**src/sv/rrol_pkg.sv**
```systemverilog
package rrol_pkg;

  localparam int SLOTS       = 16;
  localparam int LENGTH_BITS = 16;
  localparam int SLOT_W      = (SLOTS > 1) ? $clog2(SLOTS) : 1;
  localparam int REC_LEN_W   = 16;
  localparam int POS_W       = 20;
  localparam int OUT_SLOT_W  = 4;
  localparam int OUT_OFF_W   = 16;
  // running sum over all slots never wraps at this width
  localparam int SUM_W       = LENGTH_BITS + SLOT_W + 1;
  localparam int CMP_W       = ((SUM_W > POS_W) ? SUM_W : POS_W) + 1;

  typedef enum logic {
    CMD_ADD  = 1'b0,
    CMD_FIND = 1'b1
  } cmd_t;

  typedef logic [SLOT_W-1:0]      slot_idx_t;
  typedef logic [LENGTH_BITS-1:0] len_t;

  typedef struct packed {
    logic accept;
    logic walk;
    logic publish;
  } ctrl_cmd_t;

  typedef struct packed {
    logic walk_done;
    logic out_free;
  } dp_status_t;

  function automatic slot_idx_t next_slot(slot_idx_t s);
    if (s == SLOT_W'(SLOTS - 1)) begin
      next_slot = '0;
    end else begin
      next_slot = s + 1'b1;
    end
  endfunction

  function automatic logic [OUT_SLOT_W-1:0] to_out_slot(slot_idx_t s);
    logic [SLOT_W+OUT_SLOT_W-1:0] t;
    t = {{OUT_SLOT_W{1'b0}}, s};
    to_out_slot = t[OUT_SLOT_W-1:0];
  endfunction

  function automatic len_t to_len(logic [REC_LEN_W-1:0] r);
    logic [LENGTH_BITS+REC_LEN_W-1:0] t;
    t = {{LENGTH_BITS{1'b0}}, r};
    to_len = t[LENGTH_BITS-1:0];
  endfunction

endpackage

```
**src/sv/rrol_in_if.sv**
```systemverilog
interface rrol_in_if;
  logic                           valid;
  logic                           ready;
  logic                           command;
  logic [rrol_pkg::REC_LEN_W-1:0] record_length;
  logic [rrol_pkg::POS_W-1:0]     char_position;

  modport source (
    output valid, command, record_length, char_position,
    input  ready
  );
  modport sink (
    input  valid, command, record_length, char_position,
    output ready
  );
endinterface

```
**src/sv/rrol_out_if.sv**
```systemverilog
interface rrol_out_if;
  logic                            valid;
  logic                            ready;
  logic                            hit;
  logic [rrol_pkg::OUT_SLOT_W-1:0] slot;
  logic [rrol_pkg::OUT_OFF_W-1:0]  offset_in_record;

  modport source (
    output valid, hit, slot, offset_in_record,
    input  ready
  );
  modport sink (
    input  valid, hit, slot, offset_in_record,
    output ready
  );
endinterface

```
**src/sv/rrol_ram.sv**
```systemverilog
module rrol_ram #(
  parameter int WIDTH = 16,
  parameter int DEPTH = 16
) (
  input  logic                     clk,
  input  logic                     wr_en,
  input  logic [$clog2(DEPTH)-1:0] wr_addr,
  input  logic [WIDTH-1:0]         wr_data,
  input  logic [$clog2(DEPTH)-1:0] rd_addr,
  output logic [WIDTH-1:0]         rd_data
);

  logic [WIDTH-1:0] mem_r [DEPTH];
  logic [WIDTH-1:0] rd_data_r;

  always_ff @(posedge clk) begin
    if (wr_en) begin
      mem_r[wr_addr] <= wr_data;
    end
    rd_data_r <= mem_r[rd_addr];
  end

  assign rd_data = rd_data_r;

endmodule

```
**src/sv/rrol_ctrl.sv**
```systemverilog
module rrol_ctrl (
  input  logic                   clk,
  input  logic                   rst_n,
  input  logic                   in_valid,
  input  logic                   in_is_find,
  input  rrol_pkg::dp_status_t   status,
  output logic                   in_ready,
  output rrol_pkg::ctrl_cmd_t    cmd
);

  typedef enum logic [1:0] {
    ST_IDLE,
    ST_WALK,
    ST_DONE
  } state_t;

  state_t state_r, state_nxt;
  logic   ready_r, ready_nxt;

  always_comb begin
    cmd       = '0;
    state_nxt = state_r;
    ready_nxt = ready_r;
    case (state_r)
      ST_IDLE: begin
        cmd.accept = in_valid & ready_r;
        if (in_valid && ready_r) begin
          ready_nxt = 1'b0;
          state_nxt = in_is_find ? ST_WALK : ST_DONE;
        end
      end
      ST_WALK: begin
        cmd.walk = 1'b1;
        if (status.walk_done) begin
          state_nxt = ST_DONE;
        end
      end
      ST_DONE: begin
        if (status.out_free) begin
          cmd.publish = 1'b1;
          state_nxt   = ST_IDLE;
          ready_nxt   = 1'b1;
        end
      end
      default: begin
        state_nxt = ST_IDLE;
        ready_nxt = 1'b1;
      end
    endcase
  end

  always_ff @(posedge clk) begin
    if (!rst_n) begin
      state_r <= ST_IDLE;
      ready_r <= 1'b1;
    end else begin
      state_r <= state_nxt;
      ready_r <= ready_nxt;
    end
  end

  assign in_ready = ready_r;

endmodule

```
**src/sv/rrol_datapath.sv**
```systemverilog
module rrol_datapath (
  input  logic                              clk,
  input  logic                              rst_n,
  input  rrol_pkg::ctrl_cmd_t               cmd,
  output rrol_pkg::dp_status_t              status,
  input  logic                              in_command,
  input  logic [rrol_pkg::REC_LEN_W-1:0]    in_record_length,
  input  logic [rrol_pkg::POS_W-1:0]        in_char_position,
  input  logic                              out_ready,
  output logic                              out_valid,
  output logic                              out_hit,
  output logic [rrol_pkg::OUT_SLOT_W-1:0]   out_slot,
  output logic [rrol_pkg::OUT_OFF_W-1:0]    out_offset_in_record
);

  // ring pointers and written marks
  rrol_pkg::slot_idx_t           newest_r, oldest_r;
  logic                          empty_r, full_r;
  logic [rrol_pkg::SLOTS-1:0]    written_r;

  // walk state
  logic [rrol_pkg::POS_W-1:0]    pos_r;
  logic [rrol_pkg::SUM_W-1:0]    sum_r;
  rrol_pkg::slot_idx_t           walk_r;
  rrol_pkg::slot_idx_t           cnt_r;

  // finished result, then output register
  logic                          res_hit_r;
  logic [rrol_pkg::OUT_SLOT_W-1:0] res_slot_r;
  logic [rrol_pkg::OUT_OFF_W-1:0]  res_off_r;
  logic                          out_valid_r;
  logic                          out_hit_r;
  logic [rrol_pkg::OUT_SLOT_W-1:0] out_slot_r;
  logic [rrol_pkg::OUT_OFF_W-1:0]  out_off_r;

  logic                          add_acc, find_acc;
  rrol_pkg::slot_idx_t           add_idx;
  logic                          add_full;
  rrol_pkg::slot_idx_t           rd_addr;
  rrol_pkg::len_t                rd_data;
  logic [rrol_pkg::CMP_W-1:0]    pos_ext, sum_ext, end_ext, diff;
  logic                          slot_ok, in_rec, last_step;

  assign add_acc  = cmd.accept && (in_command == rrol_pkg::CMD_ADD);
  assign find_acc = cmd.accept && (in_command == rrol_pkg::CMD_FIND);

  // first add after reset reuses slot zero, later adds advance
  assign add_idx  = empty_r ? newest_r : rrol_pkg::next_slot(newest_r);
  assign add_full = full_r | (!empty_r && (add_idx == '0));

  assign rd_addr  = find_acc ? oldest_r : rrol_pkg::next_slot(walk_r);

  rrol_ram #(
    .WIDTH (rrol_pkg::LENGTH_BITS),
    .DEPTH (rrol_pkg::SLOTS)
  ) u_len_ram (
    .clk     (clk),
    .wr_en   (add_acc),
    .wr_addr (add_idx),
    .wr_data (rrol_pkg::to_len(in_record_length)),
    .rd_addr (rd_addr),
    .rd_data (rd_data)
  );

  // one slot per cycle: rd_data holds the length of walk_r
  assign pos_ext   = rrol_pkg::CMP_W'(pos_r);
  assign sum_ext   = rrol_pkg::CMP_W'(sum_r);
  assign end_ext   = sum_ext + rrol_pkg::CMP_W'(rd_data);
  assign diff      = pos_ext - sum_ext;
  assign slot_ok   = written_r[walk_r];
  assign in_rec    = slot_ok && (pos_ext >= sum_ext) && (pos_ext < end_ext);
  assign last_step = (cnt_r == rrol_pkg::SLOT_W'(rrol_pkg::SLOTS - 1));

  assign status.walk_done = !slot_ok || in_rec || last_step;
  assign status.out_free  = !out_valid_r || out_ready;

  always_ff @(posedge clk) begin
    if (!rst_n) begin
      newest_r    <= '0;
      oldest_r    <= '0;
      empty_r     <= 1'b1;
      full_r      <= 1'b0;
      written_r   <= '0;
      out_valid_r <= 1'b0;
    end else begin
      if (add_acc) begin
        newest_r           <= add_idx;
        empty_r            <= 1'b0;
        full_r             <= add_full;
        written_r[add_idx] <= 1'b1;
        if (!empty_r && add_full) begin
          oldest_r <= rrol_pkg::next_slot(oldest_r);
        end
      end
      if (cmd.publish) begin
        out_valid_r <= 1'b1;
      end else if (out_ready) begin
        out_valid_r <= 1'b0;
      end
    end
  end

  always_ff @(posedge clk) begin
    if (add_acc) begin
      res_hit_r  <= 1'b1;
      res_slot_r <= rrol_pkg::to_out_slot(add_idx);
      res_off_r  <= '0;
    end
    if (find_acc) begin
      pos_r  <= in_char_position;
      sum_r  <= '0;
      walk_r <= oldest_r;
      cnt_r  <= '0;
    end
    if (cmd.walk) begin
      if (in_rec) begin
        res_hit_r  <= 1'b1;
        res_slot_r <= rrol_pkg::to_out_slot(walk_r);
        res_off_r  <= diff[rrol_pkg::OUT_OFF_W-1:0];
      end else if (!slot_ok || last_step) begin
        res_hit_r  <= 1'b0;
        res_slot_r <= '0;
        res_off_r  <= '0;
      end else begin
        sum_r  <= end_ext[rrol_pkg::SUM_W-1:0];
        walk_r <= rrol_pkg::next_slot(walk_r);
        cnt_r  <= cnt_r + 1'b1;
      end
    end
    if (cmd.publish) begin
      out_hit_r  <= res_hit_r;
      out_slot_r <= res_slot_r;
      out_off_r  <= res_off_r;
    end
  end

  assign out_valid            = out_valid_r;
  assign out_hit              = out_hit_r;
  assign out_slot             = out_slot_r;
  assign out_offset_in_record = out_off_r;

endmodule

```
**src/sv/ring_record_offset_lookup.sv**
```systemverilog
// channel  dir  fields                                    handshake
// in_if    in   command, record_length, char_position     valid/ready
// out_if   out  hit, slot, offset_in_record               valid/ready
//
// add: result is registered as the word is taken, with no walk
// find: walks 1 to SLOTS slots, paced by the single
//   read port of the length ram, which delivers one stored length a cycle
// one command in flight; in_if.ready returns once the result is in the output register
// reset clears pointers and written marks at once, no clearing pass
// a stalled result waits in the output register; the walk itself never stalls
module ring_record_offset_lookup (
  input  logic              clk,
  input  logic              rst_n,
  rrol_in_if.sink           in_if,
  rrol_out_if.source        out_if
);

  // command and status between the sequencer and the datapath
  rrol_pkg::ctrl_cmd_t  cmd;
  rrol_pkg::dp_status_t status;
  logic                 in_is_find;

  // command decode, add is a single write, find walks from the oldest slot
  assign in_is_find = (in_if.command == rrol_pkg::CMD_FIND);

  // sequencer: idle, walk, hand over result
  rrol_ctrl u_ctrl (
    .clk        (clk),
    .rst_n      (rst_n),
    .in_valid   (in_if.valid),
    .in_is_find (in_is_find),
    .status     (status),
    .in_ready   (in_if.ready),
    .cmd        (cmd)
  );

  // ring pointers, length ram, running sum and output register
  rrol_datapath u_dp (
    .clk                  (clk),
    .rst_n                (rst_n),
    .cmd                  (cmd),
    .status               (status),
    .in_command           (in_if.command),
    .in_record_length     (in_if.record_length),
    .in_char_position     (in_if.char_position),
    .out_ready            (out_if.ready),
    .out_valid            (out_if.valid),
    .out_hit              (out_if.hit),
    .out_slot             (out_if.slot),
    .out_offset_in_record (out_if.offset_in_record)
  );

endmodule

```
**src/flat_wrapper.sv**
```systemverilog
// flat-port wrapper written by rule: the top's interface ports become plain ports
module ring_record_offset_lookup_flat 
  (clk, rst_n, in_if_valid, in_if_command, in_if_record_length, in_if_char_position, in_if_ready, out_if_valid, out_if_hit, out_if_slot, out_if_offset_in_record, out_if_ready);
  rrol_in_if in_if_i ();
  rrol_out_if out_if_i ();
  input  logic clk;
  input  logic rst_n;
  input wire logic [$bits(in_if_i.valid)-1:0] in_if_valid;
  input wire logic [$bits(in_if_i.command)-1:0] in_if_command;
  input wire logic [$bits(in_if_i.record_length)-1:0] in_if_record_length;
  input wire logic [$bits(in_if_i.char_position)-1:0] in_if_char_position;
  output wire logic [$bits(in_if_i.ready)-1:0] in_if_ready;
  output wire logic [$bits(out_if_i.valid)-1:0] out_if_valid;
  output wire logic [$bits(out_if_i.hit)-1:0] out_if_hit;
  output wire logic [$bits(out_if_i.slot)-1:0] out_if_slot;
  output wire logic [$bits(out_if_i.offset_in_record)-1:0] out_if_offset_in_record;
  input wire logic [$bits(out_if_i.ready)-1:0] out_if_ready;
  assign in_if_i.valid = in_if_valid;
  assign in_if_i.command = in_if_command;
  assign in_if_i.record_length = in_if_record_length;
  assign in_if_i.char_position = in_if_char_position;
  assign in_if_ready = in_if_i.ready;
  assign out_if_valid = out_if_i.valid;
  assign out_if_hit = out_if_i.hit;
  assign out_if_slot = out_if_i.slot;
  assign out_if_offset_in_record = out_if_i.offset_in_record;
  assign out_if_i.ready = out_if_ready;
  ring_record_offset_lookup u_core (.clk(clk), .rst_n(rst_n), .in_if(in_if_i), .out_if(out_if_i));
endmodule
```
**config.mk**
```make
export PLATFORM = sky130hd
export DESIGN_NAME = ring_record_offset_lookup_flat
export DESIGN_NICKNAME = d
export VERILOG_FILES = /design/src/sv/rrol_pkg.sv /design/src/sv/rrol_in_if.sv /design/src/sv/rrol_out_if.sv /design/src/sv/rrol_ram.sv /design/src/sv/rrol_ctrl.sv /design/src/sv/rrol_datapath.sv /design/src/sv/ring_record_offset_lookup.sv /design/src/flat_wrapper.sv
export SDC_FILE = /design/constraint.sdc
export NUM_CORES = 1
export LEC_CHECK = 0
export BUFFER_PORTS_ARGS = -buffer_cell sky130_fd_sc_hd__buf_2
export CORE_ASPECT_RATIO = 0.5
export CORE_UTILIZATION = 55
export DETAILED_ROUTE_END_ITERATION = 8
export GPL_TIMING_DRIVEN = 1
export PLACE_DENSITY = 0.71
export SYNTH_ARGS = -nofsm -noshare
export SYNTH_HDL_FRONTEND = slang
export SYNTH_SLANG_ARGS = --single-unit
```
**constraint.sdc**
```tcl
create_clock -name clk -period 4.8 [get_ports clk]
set_input_delay 0.48 -clock clk [delete_from_list [all_inputs] [get_ports clk]]
set_output_delay 0.48 -clock clk [all_outputs]
set_load 0.01 [all_outputs]
```
==> metrics.md, run 1 <==
| Metric | Value |
|---|---|
| Pin count of the biggest net entering global routing | `129` |
| Setup bufs post-CTS | `0` |
| Die span in y | `126 microns` |
| Xor-xnor portion of the synthesized cell area | `1.49%` |
| Total clock sinks | `393` |
| FMAX | `222 MHz` |
| Area of the mapped netlist | `17000 sq um` |
| Initial antenna violation count | `3` |
| DR top layer | `met4` |
| Wire per inst | `20.0 microns` |
| Met3 wire length | `2.56 mm` |
| Unrepaired setup endpoints after global routing | `no` |
| Vias in the first global route | `10600` |
| Yosys reg bits | `393` |
| Critical path type | `flop to flop` |
| Peak VDD IR | `242 uV` |
| Max FO, Critical Path | `20` |
| Least-Margin Pin Slew | `971 ps` |
| Seq/Total Area, Yosys | `63.8%` |
| Overall power | `8.97 mW` |
| Hold crit path type | `primary input to flop` |
| Post-synthesis compound-gate area fraction | `15.0%` |
| First-pass GRT wire length | `57.8 mm` |
| Largest family of logic cells by synthesized area | `compound AO/OA/AOI/OAI gates` |
| DP HPWL | `22.8 mm` |
| Mux contribution to synthesized area | `0.788%` |
| Post-synth EDFFs | `297` |
| TritonRoute pass-1 iters | `6` |
| Post-Synth Simple-Gate Area | `11.6%` |
| Min Tclk post-route | `4510 ps` |
| Final Cell Area | `19000 sq um` |
| Initial Utilization | `56.0%` |
| CTS Buffer Depth | `3` |
| CTS Buf Count | `35` |
| Aggregate global-route resource usage | `23.8%` |
| Vias per cell | `5.95` |
| Post-synth top cells | `edfxtp_1 (297), nand2_1 (180), dfxtp_1 (96)` |
| Die Wd | `251 microns` |
| Clock Tree Root | `clkbuf_16` |
| Worst EP arrival | `4950 ps` |
| Commonest register cell after synthesis | `edfxtp_1` |
| Final ANT Viol Nets | `0` |
| Pwr/cell area | `472 nW/um^2` |
| Drt drc | `0` |
| Worst setup SP type | `flop` |
| Final RePlAce weighted congestion | `0.923` |
| Post-synthesis net count | `1501` |
| Post-Synth Adder-Cell Area | `4.58%` |
| Status | `finished, final reports clean` |
| Die footprint | `31700 sq um` |
| Total grt overflow | `0` |
| Most frequent cell after synthesis | `edfxtp_1` |
| Clock Skew | `14.8 ps` |
| Syn avg cell area | `12.2 sq um` |
| Met2 wire len | `17.6 mm` |
| Metal-1 WL | `16.7 mm` |
| Clock transition at path regs | `70 ps` |
| Placement Rows | `45` |
| Fillers | `2265` |
| Setup WS post-layout | `293 ps` |
| Iter 0 DRT Violations | `1098` |
| Ports | `64` |
| WHS | `123 ps` |
| Cells after Synth | `1399` |
| Share of post-route cells with drive strength above 1 | `12.7%` |
| Synth area leaders | `edfxtp_1 (52%), dfxtp_1 (11%), ha_1 (4.3%)` |
| Netlist cell types | `71` |
| Port bufs | `63` |
| Post-Place Worst Slack | `287 ps` |
| Clock Latency Late Sink | `530 ps` |
| Share of the synthesized area in the top cell type | `52.5%` |
| Crit path required time | `5240 ps` |
| Async SR Flop Fraction | `0%` |
| TritonCTS clock tree | `built` |
| Leak Pwr | `6.70 nW` |
| Cell taking the most area after synthesis | `edfxtp_1` |
| Slew Limit Fails | `0` |
| Slew margin rel. | `35.1%` |
| Final Hold Vio Count | `0` |
| Final Cycle Share | `93.9%` |
| H-tree levels | `2` |
| Post-DP Area | `17900 sq um` |
| Synth-to-layout area growth | `11.8%` |
| Ys Warns | `0` |
| WL final | `37.7 mm` |
| Max Cap Viol | `0` |
| Core box area | `30300 sq um` |
| Final Setup Violations | `0` |
| Vias | `11200` |
| CP Capture Type | `flop` |
| Post-layout net count | `1563` |
| Setup TNS | `0 ps` |
## state kept, by name (all words and copies together), names as in the netlist, 16 cells and up
signal                            flops
u_core.u_dp.u_len_ram.rd_data        16
u_core.u_dp.pos_r                    20
u_core.u_dp.out_offset_in_record     16
u_core.u_dp.res_off_r                16
u_core.u_dp.u_len_ram.mem_r         256
u_core.u_dp.sum_r                    21
u_core.u_dp.written_r                16
## worst max-delay path: stages (launching register included)
cell	delay, ps
dfxtp_1	330
ha_1	240
fa_1	420
a21oi_1	210
nor2_1	80
o2111ai_1	250
a31oi_1	170
o41ai_1	300
buf_4	190
or3_1	160
xnor2_1	80
ha_1	300
nand2_1	70
nor2_1	160
a31oi_1	110
nand3_1	100
a31o_1	440
nand2_4	260
or3_1	400
a21oi_1	140
## final timing paths
kind	from	endpoint	slack [ps]	cells past startpoint
min	in_if_char_position[11]	u_core.u_dp.pos_r[11]	120	1
max	u_core.u_dp.sum_r[0]	u_core.u_dp.cnt_r[3]	290	19
min reg2reg	u_core.u_dp.res_off_r[14]	u_core.u_dp.out_offset_in_record[14]	430	0
max reg2reg	u_core.u_dp.sum_r[0]	u_core.u_dp.cnt_r[3]	290	19
## power by group
group | internal [mW] | switching, mW | total (mW) | leakage, nW
Sequential | 3.83 | 0.121 | 3.95 | 3.47
Clock | 1.61 | 1.24 | 2.85 | 0.560
Combinational | 0.797 | 1.37 | 2.16 | 2.67
Total | 6.24 | 2.73 | 8.97 | 6.70
## cell type report
cell class	instances	area [sq um]	share of cell area, %
Sequential cell	393	10800	57.0
Multi-Input combinational cell	899	5760	30.3
Clock buffer	41	930	4.89
Timing Repair Buffer	99	636	3.34
Tap cell	399	499	2.63
Clock inverter	21	216	1.14
Inverter	33	124	0.652
Antenna cell	1	2.50	0.0132
## per-layer routing
layer	global-route usage, %	vias to the layer above
li1	-	5356
met1	33.2	5425
met2	39.1	374
met3	3.67	75
met4	6.39	0
met5	0	-
## layout by cell type, fill, tap and decap left out, drive strengths merged, types with 7 or more instances in the layout
master	n
edfxtp	297
clkbuf	41
inv	35
a21o	19
a211oi	85
a21oi	84
nand4	7
o21ai	50
nand2b	11
clkinv	14
xnor2	19
nor2	91
a22o	11
nor3	11
buf	99
and2	68
xor2	10
nand2	181
or3	7
a31oi	41
nand3	30
o21a	13
a311oi	33
dfxtp	96
ha	59
## cell families after synthesis
group,Yosys count
simple gates,426
flops,393
compound gates,376
buf+inv,107
fa+ha+maj,61
xor+xnor,29
mux,7
## stage by stage
| step | util (%) | std cells |
|---|---|---|
| 4_1_cts | 62.6 | 1885 |
| 5_1_grt | 62.6 | 1885 |
| 3_5_place_dp | 58.8 | 1823 |
| 3_3_place_gp | 58.8 | 1823 |
| 6_report | 62.6 | 1886 |
| 2_1_floorplan | - | 1399 |
## repair_timing
item,CTS,global route
endpoints found under the hold margin,0,0
resized for setup,0,1
hold buffers,0,0
endpoints found under the setup margin,0,13
No activity file was read; power rests on OpenSTA's default activity.
==> inputs of run 2 (changes only) <==
- clock period: 4.8 -> 5.2 ns (I/O delays scaled with it)
==> metrics.md, run 2 (synthesis results as in run 1) <==
| Metric | Value |
|---|---|
| Overall power | `8.21 mW (-8.5%)` |
| Min Tclk post-route | `4800 ps (+291 ps)` |
| Max FFs per register | `256 (unchanged)` |
| Final Cell Area | `19000 sq um (-0.25%)` |
| CP Capture Type | `flop` |
| GRT busiest layer | `met2` |
| Vias | `11300 (+0.77%)` |
| Pin count of the biggest net entering global routing | `70 (-46%)` |
| Largest Register | `u_core.u_dp.u_len_ram.mem_r` |
| Least-Margin Pin Slew | `1210 ps (+234 ps)` |
| Slew Limit Fails | `0 (unchanged)` |
| Peak VDD IR | `195 uV (-20%)` |
| Critical path type | `flop to flop` |
| Clock Tree Root | `clkbuf_16` |
| Vias per cell | `6.00 (+0.77%)` |
| Core box area | `30300 sq um (unchanged)` |
| Clock Latency Late Sink | `530 ps (about the same)` |
| Post-DP Area | `17800 sq um (-0.13%)` |
| H-tree levels | `2 (unchanged)` |
| Max FO, Critical Path | `17 (-15%)` |
| M2 GR Usage | `37.9% (-1.2 points)` |
| Die span in y | `126 microns (unchanged)` |
| DP HPWL | `23.6 mm (+3.2%)` |
| Final Setup Violations | `0 (unchanged)` |
| Die footprint | `31700 sq um (unchanged)` |
| Pwr/cell area | `433 nW/um^2 (-8.2%)` |
| Reg2reg setup slack | `400 ps (+110 ps)` |
| Reg2Reg Launch Point | `u_core.u_dp.sum_r[0]` |
| Slew margin rel. | `19.6% (-16 points)` |
| Most common cell after layout, fill and taps aside | `edfxtp_1` |
| Setup TNS | `0 ps (unchanged)` |
| Synth-to-layout area growth | `11.6%` |
| Share of post-route cells with drive strength above 1 | `12.8% (+0.085 points)` |
| Total grt overflow | `0 (unchanged)` |
| Leak Pwr | `6.68 nW (-0.33%)` |
| TritonRoute pass-1 iters | `5 (-1)` |
| Final Cycle Share | `92.3% (-1.6 points)` |
| Drt drc | `0 (unchanged)` |
| Vias in the first global route | `10700 (+1.1%)` |
| Largest registers | `u_core.u_dp.u_len_ram.mem_r x256, u_core.u_dp.sum_r x21, u_core.u_dp.pos_r x20` |
| Post-Place Worst Slack | `415 ps (+128 ps)` |
| Worst setup SP type | `flop` |
| Most frequent cells in the layout | `edfxtp_1 (297), nand2_1 (180), dfxtp_1 (96)` |
| Finished Layout Cells | `1886 (unchanged)` |
| Setup bufs post-CTS | `0 (unchanged)` |
| TritonCTS clock tree | `built` |
| Clock transition at path regs | `60 ps (about the same)` |
| Wire per inst | `20.2 microns (+0.91%)` |
| Iter 0 DRT Violations | `984 (-10%)` |
| CTS Buf Count | `35 (unchanged)` |
| FMAX | `208 MHz (-6.1%)` |
| Crit path to | `u_core.u_dp.res_off_r[4]` |
| Unrepaired setup endpoints after global routing | `no` |
| CP Launch Point | `u_core.u_dp.sum_r[0]` |
| Final core occ | `62.5% (-0.16 points)` |
| Hold_buf cts | `0 (unchanged)` |
| Final RePlAce weighted congestion | `0.910 (-1.5%)` |
| Met1 usage | `34.5% (+1.3 points)` |
| Initial antenna violation count | `5 (+2)` |
| Crit path required time | `5670 ps (+430 ps)` |
| Worst EP arrival | `5270 ps (+320 ps)` |
| Reg-to-Reg End | `u_core.u_dp.res_off_r[4]` |
| R2R depth | `18 (-1)` |
| Final Hold Vio Count | `0 (unchanged)` |
| Aggregate global-route resource usage | `24.2% (+0.44 points)` |
| Status | `finished, final reports clean` |
| Hold crit path type | `primary input to flop` |
| Total clock sinks | `393 (unchanged)` |
| Placement Rows | `45 (unchanged)` |
| Port bufs | `63 (unchanged)` |
| Initial Utilization | `56.0% (unchanged)` |
| First-pass GRT wire length | `58.9 mm (+1.9%)` |
| CTS resizes | `0 (unchanged)` |
| GR met3 Demand/Resource | `5.29% (+1.6 points)` |
| WL final | `38.1 mm (+0.91%)` |
| Post-Place Cells | `1820 (-0.16%)` |
| CTS Buffer Depth | `3 (unchanged)` |
| Final ANT Viol Nets | `0 (unchanged)` |
| Die Wd | `251 microns (unchanged)` |
| Clock Skew | `12.7 ps (-2.18 ps)` |
| WHS | `166 ps (+43.0 ps)` |
| Ports | `64 (unchanged)` |
| Post-layout net count | `1560 (-0.19%)` |
| Setup WS post-layout | `402 ps (+109 ps)` |
| Max Cap Viol | `0 (unchanged)` |
run 2: worst min-delay path by stage:
stage,to,slack [ps],startpoint,cells past startpoint
after floorplan,u_core.u_dp.out_slot[0],400,u_core.u_dp.res_slot_r[0],0
after global placement,u_core.u_dp.out_offset_in_record[3],420,u_core.u_dp.res_off_r[3],0
after detailed placement,u_core.u_dp.out_slot[3],420,u_core.u_dp.res_slot_r[3],0
after CTS,u_core.u_dp.pos_r[13],150,in_if_char_position[13],1
after global routing,u_core.u_dp.pos_r[13],150,in_if_char_position[13],1
final,u_core.u_dp.pos_r[9],170,in_if_char_position[9],1
run 2: final cells by class:
class,count,area [sq um]
timing repair buffer,96,613
antenna,3,7.51
multi-input combinational,899,5760
clock inverter,22,203
sequential,393,10800
fill,2264,11400
clock buffer,41,918
inverter,33,124
tap,399,499
run 2: power breakdown:
group	internal (mW)	leakage, nW	total, mW	switching, mW
logic	0.732	2.65	1.97	1.24
registers	3.54	3.47	3.65	0.116
clock network	1.43	0.554	2.58	1.15
total	5.70	6.68	8.21	2.51
run 2: layer usage:
| metal | part of all wire [%] | wire [microns] | vias up |
|---|---|---|---|
| met5 | 0 | 0 | - |
| met4 | 1.8 | 670 | 0 |
| met3 | 8.0 | 3040 | 60 |
| met2 | 45 | 17100 | 401 |
| met1 | 45 | 17200 | 5505 |
| li1 | - | - | 5351 |
run 2: critical path, cell delays in order, from the launching register on:
cell,delay [ps]
dfxtp_1,330
ha_1,240
fa_1,400
a21oi_1,250
nor2_1,90
o2111ai_1,240
a31oi_1,180
o41ai_1,640
or3_1,260
xnor2_1,80
ha_1,290
nand2_1,60
nor2_1,150
o211ai_1,110
nand3_1,90
a31o_1,430
nor2_4,90
nor3_4,550
a22o_2,250
==> inputs of run 3 (changes only) <==
- CORE_MARGIN: unset -> 2
==> metrics.md, run 3 (synthesis results as in run 1) <==
| Metric | Value |
|---|---|
| Worst EP arrival | `5170 ps (-100 ps)` |
| Slew Limit Fails | `0 (unchanged)` |
| Status | `finished, final reports clean` |
| Final Setup Violations | `0 (unchanged)` |
| Die span in y | `128 microns (+1.6%)` |
| Post-Place Worst Slack | `404 ps (-11.0 ps)` |
| Largest registers | `u_core.u_dp.u_len_ram.mem_r x256, u_core.u_dp.sum_r x21, u_core.u_dp.pos_r x20` |
| Vias in the first global route | `10900 (+1.8%)` |
| Ports | `64 (unchanged)` |
| CP Capture Type | `flop` |
| Hold crit path type | `primary input to flop` |
| Final ANT Viol Nets | `0 (unchanged)` |
| Vias per cell | `6.04 (+0.72%)` |
| Aggregate global-route resource usage | `24.2% (-0.037 points)` |
| Worst setup SP type | `flop` |
| FMAX | `213 MHz (+2.2%)` |
| Die Wd | `253 microns (+0.80%)` |
| Die footprint | `32400 sq um (+2.4%)` |
| Final RePlAce weighted congestion | `0.897 (-1.4%)` |
| TritonRoute pass-1 iters | `5 (unchanged)` |
| Placement Rows | `45 (unchanged)` |
| Total grt overflow | `0 (unchanged)` |
| Vias | `11400 (+0.50%)` |
| Post-DP Area | `17800 sq um (-0.25%)` |
| Pin count of the biggest net entering global routing | `129 (+84%)` |
| Clock Tree Root | `clkbuf_16` |
| Initial antenna violation count | `2 (-3)` |
| Peak VDD IR | `225 uV (+16%)` |
| Setup WS post-layout | `503 ps (+101 ps)` |
| Hold_buf cts | `0 (unchanged)` |
| DP HPWL | `22.8 mm (-3.1%)` |
| Min Tclk post-route | `4700 ps (-101 ps)` |
| Final core occ | `62.4% (about the same)` |
| Iter 0 DRT Violations | `1118 (+14%)` |
| Share of post-route cells with drive strength above 1 | `12.0% (-0.85 points)` |
| Port bufs | `63 (unchanged)` |
| Clock Latency Late Sink | `550 ps (+20 ps)` |
| Crit-path cells | `ha_1, a21o_1, a211oi_1, nor2_1, o41a_1, a211o_1, a21o_1, a21oi_1, xor2_1, ha_1, nand4_1, nor2_1, o211ai_1, nand3_1, a31o_1, nor2_4, nor3_4, a22o_1` |
| Max FO, Critical Path | `17 (unchanged)` |
| Most frequent cells in the layout | `edfxtp_1 (297), nand2_1 (180), dfxtp_1 (96)` |
| Unrepaired setup endpoints after global routing | `no` |
| Buffers and inverters on the worst path | `0 (unchanged)` |
| Slowest stage cell, crit path | `nor3_4` |
| Slew margin rel. | `32.8% (+13 points)` |
| Clock Skew | `24.8 ps (+12.2 ps)` |
| Wire per inst | `20.6 microns (+1.9%)` |
| Least-Margin Pin Slew | `1010 ps (-198 ps)` |
| Crit path required time | `5670 ps (about the same)` |
| TritonCTS clock tree | `built` |
| Core box area | `30300 sq um (unchanged)` |
| Largest Register | `u_core.u_dp.u_len_ram.mem_r` |
| CTS Buffer Depth | `3 (unchanged)` |
| Most common cell after layout, fill and taps aside | `edfxtp_1` |
| CTS resizes | `0 (unchanged)` |
| CTS Buf Count | `36 (+2.9%)` |
| Clock transition at path regs | `70 ps (about the same)` |
| Final Cycle Share | `90.3% (-1.9 points)` |
| CP peak stage delay | `590 ps (-50 ps)` |
| Flip-flop and latch area | `10800 sq um (unchanged)` |
| Cell family with most CP delay | `compound AO/OA/AOI/OAI gates` |
| Total clock sinks | `393 (unchanged)` |
| WL final | `38.7 mm (+1.7%)` |
| Critical path type | `flop to flop` |
| First-pass GRT wire length | `60.0 mm (+1.9%)` |
| Initial Utilization | `56.0% (unchanged)` |
| Max FFs per register | `256 (unchanged)` |
| Leak Pwr | `6.65 nW (-0.43%)` |
| Fillers | `2249 (-0.66%)` |
| H-tree levels | `2 (unchanged)` |
| Drt drc | `0 (unchanged)` |
| Reg2reg setup slack | `500 ps (+100 ps)` |
| Setup bufs post-CTS | `0 (unchanged)` |
| Area of the multi-input gates | `5770 sq um (+0.17%)` |
| Synth-to-layout area growth | `11.5% (about the same)` |
| WHS | `159 ps (-7.11 ps)` |
| Post-layout net count | `1556 (-0.26%)` |
| Final Hold Vio Count | `0 (unchanged)` |
| Final Cell Area | `18900 sq um (about the same)` |
| Setup TNS | `0 ps (unchanged)` |
| Max Cap Viol | `0 (unchanged)` |
| Pwr/cell area | `434 nW/um^2 (+0.28%)` |
==> run 3: per-stage QoR <==
stage | power, mW | std cells
2_1_floorplan | 5.09 | 1399
3_3_place_gp | 5.59 | 1815
3_5_place_dp | 5.66 | 1815
4_1_cts | 8.24 | 1880
5_1_grt | 8.62 | 1881
6_report | 8.22 | 1882
==> run 3: cell type report <==
type                            instances  area share [%]
Sequential cell                       393            57.2
Multi-Input combinational cell        899            30.4
Clock buffer                           52            5.29
Timing Repair Buffer                   91            2.97
Tap cell                              399            2.63
Clock inverter                         13           0.759
Inverter                               33           0.654
Antenna cell                            2          0.0264
==> run 3: worst paths after layout <==
check / start / to / cells after the start
max: u_core.u_dp.sum_r[1] / u_core.u_dp.res_off_r[11] / 18
min: in_if_char_position[18] / u_core.u_dp.pos_r[18] / 1
max reg2reg: u_core.u_dp.sum_r[1] / u_core.u_dp.res_off_r[11] / 18
min reg2reg: u_core.u_dp.res_off_r[6] / u_core.u_dp.out_offset_in_record[6] / 0
==> run 3: where the power goes <==
part           internal, mW  total (mW)  switching, mW
registers              3.54        3.65          0.113
clock network          1.45        2.59           1.14
logic                 0.718        1.98           1.26
==> run 3: metal layers <==
layer / share of wire, % / up-vias / global-route usage [%]
li1: - / 5339 / -
met1: 45 / 5585 / 34.2
met2: 47 / 391 / 39.4
met3: 6.5 / 59 / 3.68
met4: 1.9 / 0 / 6.82
met5: 0 / - / 0
